--- src/rtl/wmnc_isqrt.sv ---
// ---------------------------------------------------------------------------
// Pipelined integer square root
// One root bit per stage, floor of the square root of a 2W-bit value.
// ---------------------------------------------------------------------------
module wmnc_isqrt #(
    parameter int W = 16
) (
    input  logic           aclk,
    input  logic           ce,
    input  logic [2*W-1:0] in_value,
    output logic [W-1:0]   out_root
);

    logic [W-1:0]   rem_reg  [W-1];
    logic [2*W-1:0] x_reg    [W-1];
    logic [W-1:0]   root_reg [W];

    for (genvar k = 0; k < W; k++) begin : g_stage
        logic [W-1:0]   rem_in;
        logic [W-1:0]   root_in;
        logic [2*W-1:0] x_in;
        logic [W+1:0]   cand;
        logic [W+1:0]   trial;
        logic           ge;

        if (k == 0) begin : g_first
            assign rem_in  = '0;
            assign root_in = '0;
            assign x_in    = in_value;
        end else begin : g_next
            assign rem_in  = rem_reg[k-1];
            assign root_in = root_reg[k-1];
            assign x_in    = x_reg[k-1];
        end

        assign cand  = {rem_in, x_in[2*W-1 -: 2]};
        assign trial = {root_in, 2'b01};
        assign ge    = (cand >= trial);

        always_ff @(posedge aclk) begin
            if (ce) begin
                root_reg[k] <= {root_in[W-2:0], ge};
            end
        end

        if (k < W - 1) begin : g_carry
            logic [W+1:0] diff;
            assign diff = ge ? (cand - trial) : cand;
            always_ff @(posedge aclk) begin
                if (ce) begin
                    rem_reg[k] <= diff[W-1:0];
                    x_reg[k]   <= {x_in[2*W-3:0], 2'b00};
                end
            end
        end
    end

    assign out_root = root_reg[W-1];

endmodule

--- config.mk ---
export PLATFORM = sky130hd
export DESIGN_NAME = wmnc_isqrt
export DESIGN_NICKNAME = d
export VERILOG_FILES = /design/src/rtl/wmnc_isqrt.sv
export SDC_FILE = /design/constraint.sdc
export NUM_CORES = 1
export LEC_CHECK = 0
export BUFFER_PORTS_ARGS = -buffer_cell sky130_fd_sc_hd__buf_2
export CAP_MARGIN = 20
export CORE_MARGIN = 2
export CORE_UTILIZATION = 57
export DETAILED_ROUTE_END_ITERATION = 12
export PLACE_DENSITY = 0.76
export SLEW_MARGIN = 0
export SYNTH_ARGS = -nofsm -noshare
export SYNTH_HDL_FRONTEND = slang
export SYNTH_SLANG_ARGS = --single-unit
--- constraint.sdc ---
create_clock -name aclk -period 2.43 [get_ports aclk]
set_input_delay 0.243 -clock aclk [delete_from_list [all_inputs] [get_ports aclk]]
set_output_delay 0.243 -clock aclk [all_outputs]
set_load 0.02 [all_outputs]
# Word-level counts from Yosys, hierarchy flattened
# Memory sizes are Yosys's and may differ from the RTL's.
# Index checks and enable logic that the tools add are counted.
[classes] add_sub_neg=15 order_cmp=16 mux=17
[ops] cell="$ge A18 B18 Y1" n=15
[ops] cell="$mux W16" n=15
[ops] cell="$sub A16 B16 Y16" n=14
[ops] cell="$sub A2 B1 Y3 const B" n=1
[ops] cell="$ge A2 B1 Y1 const B" n=1
[ops] cell="$mux W1" n=2
[totals] ff_bits=0 mem_bits_rw=946 inputBits=34 out_inout_bits=16 mem_count=3
[mem_list] name="x_reg" words=15 word_bits=30 rd=15 rd_clocked_by_memory_dff=0 wr=15 line="15" source="logic [2*W-1:0] x_reg [W-1];"
[mem_list] name="root_reg" words=16 word_bits=16 rd=16 rd_clocked_by_memory_dff=0 wr=16 line="16" source="logic [W-1:0] root_reg [W];"
[mem_list] name="rem_reg" words=15 word_bits=16 rd=15 rd_clocked_by_memory_dff=0 wr=15 line="14" source="logic [W-1:0] rem_reg [W-1];"

# Logic depth before layout (Yosys ltp)
# An unclocked memory read counts as a cell.
[logic_depth] ltp_word=3 mapped_depth=11

# Worst setup path after synthesis
# Ideal clock, no wire load.
[synth_timing] kind="register to register" startpoint="mem rem_reg[9][0] (netlist: rem_reg[1][16])" endpoint="mem rem_reg[10][5] (netlist: rem_reg[1][37]), data pin" setup_time_ns=0.260 arrival_time_ns=2.270 path_slack_ns=-0.101 path_stages_with_launch=10 n_path_buf=1 period_less_slack_ns=2.531 path_cell_list="edfxtp_1 -> ha_1 -> nor2b_1 -> o31a_1 -> o31ai_1 -> a21boi_1 -> o21ai_4 -> nand3b_2 -> buf_6 -> mux2_4"
[synth_rtl] item="from (decl)" line="14"

==> summary.txt <==
Clock tree
  – H-Tree Depth: 2
  – Root buffer cell: clkbuf_16
  – TritonCTS Sinks: 600
  – Clock Latency Late Sink: 0.65 ns
  – Clock slew at reported path FFs: approximately 0.060 ns
  – CTS buffer count: 59
  – Clock tree buffer depth: 3
  – CTS tree: yes

Floorplan
  – Core Region: 47600 um2
  – Starting Density: 0.576
  – # IOs: 50
  – Chip width: 223 um
  – Die Height: 223 um
  – Die area: between 40000 and 50000 um2
  – # rows: 80

Power
  – Pleak: 13.4 nW
  – VDD IR max: approximately 660 uV
  – Pwr/cell area: ~830 nW/um2

Cells and area
  – # fillers: 3000
  – Finished Core Util: 0.714
  – # diodes: 0
  – Number of flip-flops in the largest register: 240
  – Synthesis-to-layout area growth: 24.1%
  – Fraction of layout cells with a size suffix above 1: 0.258
  – Nets@finish: 2576
  – Final Non-Filler Cells: 3054

Flow run
  – Maxcap violations: 0

Synthesis
  – Synth Area in Simple Gates: 0.0870
  – Syn nets: around 2200
  – Post-Syn Area: 27400 um2
  – Syn Area/Cell: 13.8 um2
  – Cell variety after synth: 83
  – Post-synth EDFFs: 600
  – Post-synth ARST share: 0
  – Main flop type after synthesis: edfxtp_1
  – Cell count after synthesis: 1995
  – #FFs+latches synth: 600
  – Synth Warn #: 0
  – Post-synthesis mux area share: 0.0238
  – Seq/Total Area, Yosys: 0.657
  – Post-Synth Adder-Cell Area: 0.0693
  – Largest family of logic cells by synthesized area: simple AND/OR/NAND/NOR gates
  – Synth Area in XOR/XNOR: 0.0504
  – Compound-gate portion of the synthesized area: 0.0832

Placed design
  – Placed cell count: between 2000 and 3000
  – IO buf count: 49
  – GPL Wtd Cong: 0.924
  – DP Wirelength: 34700 um

Status
  – Failing checks: setup timing
  – Run status: finished, violations left

Min path
  – HP Class: input port to flop

Setup path
  – Largest stage delay, worst path: ~0.47 ns
  – Slowest CP cell: or4b_1
  – CP max FO: 3
  – Data arrival time of the worst path: 2.91 ns
  – Crit path cell chain: ha_1, o21a_1, o31a_1, or3_4, a21oi_4, nor2_2, or4b_1, o211a_1
  – Critical path startpoint category: flop
  – Delay-heaviest family, CP: simple AND/OR/NAND/NOR gates
  – Worst Path Buf+Inv: 0
  – Reg2reg setup slack: -0.09 ns
  – Crit Path Class: flop to flop
  – Critical path required time: around 2.8 ns
  – Setup crit end kind: flop

Global route
  – Total gr overflow: 0
  – Number of global-route vias before repair: 17000
  – First-pass GRT wire length: between 80000 and 90000 um
  – Gr usage total: 0.208
  – Antenna violations before repair: 0
  – Largest net degree at the start of global routing: 78

Timing
  – Final min period: 2.52 ns
  – Final period util: 1.04
  – Peak Freq: between 0.3 and 0.4 GHz
  – Final setup viols: 31
  – Slew @ Worst Pin: 0.529 ns
  – Max Slew Vio Count: 0
  – Final hold violation count: 0
  – Relative slew slack: 0.645
  – RSZ-0062 raised after global routing: yes
  – Fin Clk Skew: 0.0400 ns
  – Final worst slack: -0.0909 ns

Route
  – Routed Antenna Nets: 0
  – DR vias: 17000
  – WL/cell: 17.7 um
  – 1st-iter DRT viols: about 1400
  – DR DRC count: 0
  – DRT Pass-1 Iters: 5
  – Vias/cell: 5.57
  – Post-Route WL: 53900 um
## where the power goes
part           internal (mW)  switching, mW
registers               12.9          0.686
logic                   2.83           2.80
clock network           5.25           3.89
## worst paths after layout
kind | startpoint | endpoint | cells past startpoint
max | rem_reg[1][65]$_DFFE_PP_ | rem_reg[1][94]$_DFFE_PP_ | 8
min | in_value[15] | x_reg[0][15]$_DFFE_PP_ | 2
max reg2reg | rem_reg[1][65]$_DFFE_PP_ | rem_reg[1][94]$_DFFE_PP_ | 8
min reg2reg | x_reg[10][24]$_DFFE_PP_ | x_reg[11][26]$_DFFE_PP_ | 0
## worst reg2reg max path, cell delays in order, from the launching register on
cell      delay, ns
edfxtp_1       0.40
ha_1           0.36
o21a_1         0.20
o31a_1         0.12
or3_4          0.36
a21oi_4        0.18
nor2_2         0.05
or4b_1         0.47
o211a_1        0.12
## what timing repair did
| item | in CTS | in global routing |
|---|---|---|
| gates resized for setup | 74 | 146 |
| gates cloned | 4 | 1 |
| hold buffers | 34 | 0 |
| pin swaps | 23 | 56 |
| endpoints found under the setup margin | 108 | 157 |
| hold endpoints to repair | 40 | 0 |
| setup buffers | 17 | 45 |
## logic make-up (layout without fill, tap and decap cells)
logic type,after synthesis,in the layout
flops,600,600
simple gates,461,462
compound gates,358,358
buf+inv,208,651
xor+xnor,158,158
fa+ha+maj,152,152
mux,57,57
other cells,1,1
## cell usage in the layout (no fill, tap or decap), drive strengths merged, types with 20 or more instances in the layout
cell type,instances
o21a,33
clkinv,29
nand4,20
or3,22
nand3,28
xor2,66
mux2,47
inv,185
nor2,129
dlygate4sd3,34
nor3,44
edfxtp,600
a21oi,117
xnor2,92
ha,152
a21o,24
o21ai,78
buf,323
nand2b,22
clkbuf,72
nor2b,23
nand2,89
## cell usage after synthesis, drive strengths merged (5+ instances only)
master    n  area, um2
a211oi   12       95.1
a21boi    9       67.6
a21o     24        180
a21oi   117        589
a31oi    11       68.8
and2     12       75.1
buf      14       85.1
clkbuf   11       41.3
edfxtp  600      18000
ha      152       1900
inv     182        683
mux2     47        552
mux2i    10        100
nand2    89        337
nand2b   22        138
nand3    28        153
nand3b    9       78.8
nand4    20        125
nand4b    8       70.1
nor2    129        484
nor2b    23        144
nor3     44        236
nor4     18        113
o21a     33        248
o21ai    78        402
o21bai    5       37.5
o31a      8       70.1
o31ai    15        113
or2       9       56.3
or3      22        138
or4       9       71.3
xnor2    92        806
xor2     66        578
## stage by stage
step	hold WS [ns]	area, um2	TNS (ns)	power, mW	worst slack (ns)
2_1_floorplan	0.342	27500	0	16.7	0.00765
4_1_cts	0.261	33000	-1.76	27.9	-0.123
5_1_grt	0.278	34000	-6.91	29.5	-0.209
3_3_place_gp	0.401	30200	-1.61	18.3	-0.178
6_report	0.295	34000	-0.833	28.3	-0.0909
3_5_place_dp	0.405	30200	-6.88	18.6	-0.180
## layer usage
metal	GRT usage	up-vias	routed length (um)
met5	0	-	0
met4	0.0624	0	1470
met3	0.0325	111	2150
met2	0.363	397	27500
met1	0.269	8313	22800
li1	-	8203	-
## layout make-up
type	count	area (um2)	share of cell area
sequential	600	18000	0.529
multi-input combinational	1188	9660	0.284
timing repair buffer	358	2950	0.0865
clock buffer	71	1520	0.0447
tap	615	769	0.0226
inverter	183	687	0.0202
clock inverter	39	438	0.0129
Power figures use the tool's default switching activity.
