==> config.mk <==
export PLATFORM = sky130hd
export DESIGN_NAME = wmnc_div
export DESIGN_NICKNAME = d
export VERILOG_FILES = /design/src/rtl/wmnc_pkg.sv /design/src/rtl/wmnc_div.sv
export SDC_FILE = /design/constraint.sdc
export NUM_CORES = 1
export LEC_CHECK = 0
export BUFFER_PORTS_ARGS = -buffer_cell sky130_fd_sc_hd__buf_2
export CORE_UTILIZATION = 55
export CTS_BUF_LIST = sky130_fd_sc_hd__clkbuf_8
export DETAILED_ROUTE_END_ITERATION = 8
export PLACE_DENSITY_LB_ADDON = 0.2
export RECOVER_POWER = 50
export SYNTH_ARGS = -nofsm -noshare
export SYNTH_HDL_FRONTEND = slang
export SYNTH_SLANG_ARGS = --single-unit
==> constraint.sdc <==
create_clock -name aclk -period 8.6 [get_ports aclk]
set_clock_uncertainty 0.2 [all_clocks]
set_input_delay 0.86 -clock aclk [delete_from_list [all_inputs] [get_ports aclk]]
set_output_delay 0.86 -clock aclk [all_outputs]
set_load 0.005 [all_outputs]
==> src/rtl/wmnc_pkg.sv <==
// ---------------------------------------------------------------------------
// World matrix normal classifier package
// Shared constants, the class encoding and the status word of the pipeline.
// ---------------------------------------------------------------------------
package wmnc_pkg;

    localparam int TOL_W = 16;
    localparam logic [TOL_W-1:0] TOL_RESET = 16'd66;

    localparam int N_ENTRIES = 9;

    localparam int RATIO_W = 16;
    localparam int RATIO_FRAC = 8;
    localparam int QBITS = 16;
    localparam logic [RATIO_W-1:0] RATIO_ONE = 16'd256;
    localparam logic [RATIO_W-1:0] RATIO_MAX = 16'hFFFF;

    localparam int CLASS_W = 3;
    localparam int OUT_TDATA_W = 24;
    localparam int OUT_PAD_W = OUT_TDATA_W - CLASS_W - 1 - RATIO_W;

    typedef enum logic [CLASS_W-1:0] {
        CLS_UNIT       = 3'd0,
        CLS_UNIFORM    = 3'd1,
        CLS_NONUNIFORM = 3'd2,
        CLS_SKEW       = 3'd3,
        CLS_DEGENERATE = 3'd4
    } wmnc_class_t;

    typedef struct packed {
        logic        present;
        logic        mirrored;
        logic        saturate;
        wmnc_class_t world_class;
    } wmnc_status_t;

endpackage

==> src/rtl/wmnc_div.sv <==
// ---------------------------------------------------------------------------
// Pipelined ratio divider
// Restoring division of hi*256 by lo, one quotient bit per stage. The result
// is meaningful only when the quotient fits in QBITS bits.
// ---------------------------------------------------------------------------
module wmnc_div
    import wmnc_pkg::*;
#(
    parameter int W = 16
) (
    input  logic             aclk,
    input  logic             ce,
    input  logic [W-1:0]     in_hi,
    input  logic [W-1:0]     in_lo,
    output logic [QBITS-1:0] out_quot
);

    logic [W-1:0]     rem_reg  [QBITS-1];
    logic [W-1:0]     lo_reg   [QBITS-1];
    logic [QBITS-1:0] nlow_reg [QBITS-1];
    logic [QBITS-1:0] q_reg    [QBITS];

    logic [W-1:0]     rem_init;
    logic [QBITS-1:0] nlow_init;

    assign rem_init  = in_hi >> RATIO_FRAC;
    assign nlow_init = {in_hi[RATIO_FRAC-1:0], RATIO_FRAC'(0)};

    for (genvar k = 0; k < QBITS; k++) begin : g_stage
        logic [W-1:0]     rem_in;
        logic [W-1:0]     lo_in;
        logic [QBITS-1:0] nlow_in;
        logic [QBITS-1:0] q_in;
        logic [W:0]       cand;
        logic             ge;

        if (k == 0) begin : g_first
            assign rem_in  = rem_init;
            assign lo_in   = in_lo;
            assign nlow_in = nlow_init;
            assign q_in    = '0;
        end else begin : g_next
            assign rem_in  = rem_reg[k-1];
            assign lo_in   = lo_reg[k-1];
            assign nlow_in = nlow_reg[k-1];
            assign q_in    = q_reg[k-1];
        end

        assign cand = {rem_in, nlow_in[QBITS-1-k]};
        assign ge   = (cand >= {1'b0, lo_in});

        always_ff @(posedge aclk) begin
            if (ce) begin
                q_reg[k] <= {q_in[QBITS-2:0], ge};
            end
        end

        if (k < QBITS - 1) begin : g_carry
            logic [W:0] diff;
            assign diff = ge ? (cand - {1'b0, lo_in}) : cand;
            always_ff @(posedge aclk) begin
                if (ce) begin
                    rem_reg[k]  <= diff[W-1:0];
                    lo_reg[k]   <= lo_in;
                    nlow_reg[k] <= nlow_in;
                end
            end
        end
    end

    assign out_quot = q_reg[QBITS-1];

endmodule

Yosys cells after proc, flatten, opt, wreduce, memory -nomap -nowiden
Memories as Yosys holds them, arrays and structs flattened. Cells that the tools add are included.

Memories: 4. Register bits: 0. Word-level logic and storage cells: 52. Output and inout bits: 16. RAM bits: 976.

Memory list: q_reg (words 16, width 16, rd ports 16, clocked after memory_dff 0, write ports 16, line wmnc_div.sv:21) `logic [QBITS-1:0] q_reg [QBITS];`; lo_reg (words 15, width 16, rd ports 15, clocked after memory_dff 0, write ports 15, line wmnc_div.sv:19) `logic [W-1:0] lo_reg [QBITS-1];`; nlow_reg (words 15, width 16, rd ports 15, clocked after memory_dff 0, write ports 15, line wmnc_div.sv:20) `logic [QBITS-1:0] nlow_reg [QBITS-1];`; rem_reg (words 15, width 16, rd ports 15, clocked after memory_dff 0, write ports 15, line wmnc_div.sv:18) `logic [W-1:0] rem_reg [QBITS-1];`.

$add $sub $neg: 15. Muxes and demuxes: 17. $lt $le $gt $ge: 16.

Operators by type and width (number): 17-bit by 16-bit >= comparator with 1-bit output (15); 16-bit 2-to-1 mux (15); 16-bit subtractor (14); 9-bit by 16-bit >= comparator with 1-bit output (1); 9-bit by 16-bit subtractor with 16-bit output (1); 1-bit 2-to-1 mux (2).

Depth between registers and ports, before layout
An unclocked memory read counts as a cell.

Word-level depth: 3. Mapped depth: 12. Gate-level depth less buffers: 11.

Worst setup path before layout
Ideal clock, no wire load.

Path type: input port to flip-flop. Start: in in_hi[7]. End: mem rem_reg[0][7] (data pin). Path buffers: 1. Arrival: 3140 ps. Slack: 5000 ps. Setup time: 260 ps. Required time: 8140 ps. Cell stages on the path: 12. Cells stage by stage: inv_1 > ha_1 > fa_1 > nor2b_1 > o21ai_0 > a21boi_0 > o21ai_0 > a22oi_1 > nand2_1 > a21oi_2 > buf_4 > mux2_2.

RTL lines: from (decl) (line wmnc_div.sv:13) `input logic [W-1:0] in_hi,`; to (decl) (line wmnc_div.sv:18).

==> impl_metrics.toml <==
[status]
violations = "max-capacitance violations, max-slew violations"
status = "finished with violations"

[timing]
setup_ws_ns = 4.288
hold_slack_ns = 0.1075
rsz0062_at_grt = "no"
maxSlewHeadroom = -0.9735
setup_viol = 0
finalCritPeriodShare = 0.5014
layout_min_cycle_time_ns = 4.312
worst_pin_slew_ns = 2.960
fmax_mhz = 231.9
slew_violations = 207
setup_tns_ns = 0
hold_viol = 0

[cts]
cts_max_level = 3
cts_root_buffer = "clkbuf_8"
cts_setup_buffers = 0
clockBufferDepth = 3
cts_hold_buffers = 0
cts_tree = "built"
numCtsBuffers = 107
clk_latency_ns = 0.73
post_cts_resize_count = 0
clkTransAtPathRegs_ns = 0.06
cts_sinks = 644

[finish]
fin_util = 0.6094
fillers = 4730
multiInputGateArea_sq_mm = 0.01306
nets = 3130
instances_no_fill = 3696
area_delta_synth_final_pct = 9.161
fin_area_sq_mm = 0.03692
drive_above_1_share = 0.1160
seqCellArea_sq_mm = 0.01934

[synth]
synthCells = 2701
synthTopCellsByArea = "edfxtp_1 57%, ha_1 9.2%, mux2_2 3.8%, inv_1 3.6%, xnor2_1 2.8%"
ys.flop_type = "edfxtp_1"
syn_area_sq_mm = 0.03382
async_flop_share = 0
syn-num-nets = 2998
ys_seq_area_frac = 0.5718
synth-seq-cells = 644
ys_warn_count = 0
synth_top_area_cell = "edfxtp_1"
yosysMostFrequentCell = "edfxtp_1"
yosysTopAreaCellShare = 0.5718
synth_cell_types = 86
synth_edf_count = 644
synthTopCellsByCount = "644 x edfxtp_1, 326 x inv_1, 248 x ha_1"
syn_area_per_cell_sq_um = 12.52

[detailed_routing]
viasPerCell = 5.629
vias = 20800
dr.pass1.iters = 5
detail_route.wl_per_cell_microns = 18.08
drtIter0Drc = 1473
antenna_left = 0
drt_wl_total_microns = 66820
drc_errors = 0

[placed_design]
dp.final_hpwl_microns = 48460
finalWeightedCongestion = 0.8692
place_inst = 3506
dpl_worst_slack_ns = 4.464
place_area_sq_mm = 0.03494
port_buffers = 49

[die]
die_area_sq_mm = 0.06249
initial_core_util = 0.5582
dieHeight_microns = 250.0
chipWidth_microns = 250.0
placement_rows = 90
core_area_sq_mm = 0.06058
io_pins = 50

[critical_path]
endpoint_kind = "flop"
worstSetupStartpointType = "input port"
crit_path_start = "ce"
cp_max_fo = 126
cp.arrival_ns = 4.43
path_class = "input port to flop"
cp.required_ns = 8.72
r2r-start = "lo_reg[11][7]$_DFFE_PP_"

[grt]
grt_pass1_wl_microns = 107200
grt_antenna_before_repair = 1
grt_max_degree = 187
grt_pass1_vias = 20700
grt_usage = 0.2154
grt.overflow.total = 0

[power]
irDropWorstVdd_v = 0.0001517
p_per_area_mw_per_mm2 = 340.7
power.total_mw = 12.58
leakage_nw = 15.02

[hold_path]
min_from = "in_hi[4]"
min_path_type = "input port to flop"

[run]
cap_viol_max_count = 4
placed cells by master, fill, tap and decap left out, types with 12 or more instances in the layout:
cell | Yosys | layout
mux2i_1 | 18 | 18
a21oi_1 | 171 | 171
o31a_1 | 12 | 12
edfxtp_1 | 644 | 644
nor2_1 | 143 | 143
xor2_1 | 60 | 60
clkinv_2 | 0 | 23
nor2b_1 | 40 | 40
nand2b_1 | 29 | 29
a31oi_1 | 16 | 16
o21a_1 | 47 | 47
a21o_1 | 71 | 71
ha_1 | 248 | 248
a21boi_0 | 15 | 15
a211oi_1 | 21 | 21
clkbuf_1 | 15 | 15
nand4_1 | 26 | 26
nand3_1 | 32 | 32
inv_1 | 326 | 353
buf_2 | 8 | 37
nor3_1 | 32 | 32
clkinv_1 | 0 | 22
mux2_2 | 114 | 114
clkbuf_8 | 0 | 107
nand2_1 | 138 | 138
mux2_1 | 13 | 13
xnor2_1 | 107 | 107
o21bai_1 | 17 | 17
fa_1 | 15 | 15
o21ai_0 | 128 | 128
per-layer routing:
metal	vias to the layer above	wire length, microns	GRT usage
met4	0	1960	0.08011
met1	9975	30120	0.2871
met2	473	31750	0.3564
met3	139	2985	0.03390
li1	10220	-	-
met5	-	0	0
area by class of cell:
type | instances | share of cell area
repair buffers | 58 | 0.008304
flip-flops and latches | 644 | 0.5238
multi-input cells | 1695 | 0.3538
inverters | 327 | 0.03325
diodes | 1 | 0.00006779
well taps | 782 | 0.02650
clock inverters | 82 | 0.01430
clock buffers | 107 | 0.03989
power by group:
| group | internal [mW] | total, mW | switching (mW) |
|---|---|---|---|
| sequential | 4.50 | 4.90 | 0.394 |
| combinational | 2.38 | 5.15 | 2.77 |
| clock | 1.28 | 2.53 | 1.25 |
critical path: stages:
cell	delay, ns
buf_8	0.69
clkbuf_1	1.96
buf_4	0.85
logic make-up (layout without fill, tap and decap cells):
kind of cell,count (synthesis),in the layout,synth area share
adder cells (fa/ha/maj),263,263,0.1006
buffers and inverters,362,574,0.04203
XOR/XNOR,167,167,0.04325
multiplexers,152,152,0.05072
AO/OA/AOI/OAI,611,611,0.1198
AND/OR/NAND/NOR,502,502,0.07170
flip-flops,644,644,0.5718
other,0,1,0
path summary, 6_finish.rpt:
| path | endpoint | depth (start not counted) | slack [ns] |
|---|---|---|---|
| worst max-delay path | rem_reg[10][12]$_DFFE_PP_ | 3 | 4.29 |
| worst min-delay path | nlow_reg[0][12]$_DFFE_PP_ | 1 | 0.11 |
| worst min register to register | q_reg[6][17]$_DFFE_PP_ | 0 | 0.20 |
| worst max register to register | rem_reg[12][6]$_DFFE_PP_ | 10 | 4.69 |
Note: power is estimated with default switching activity, not from simulation.
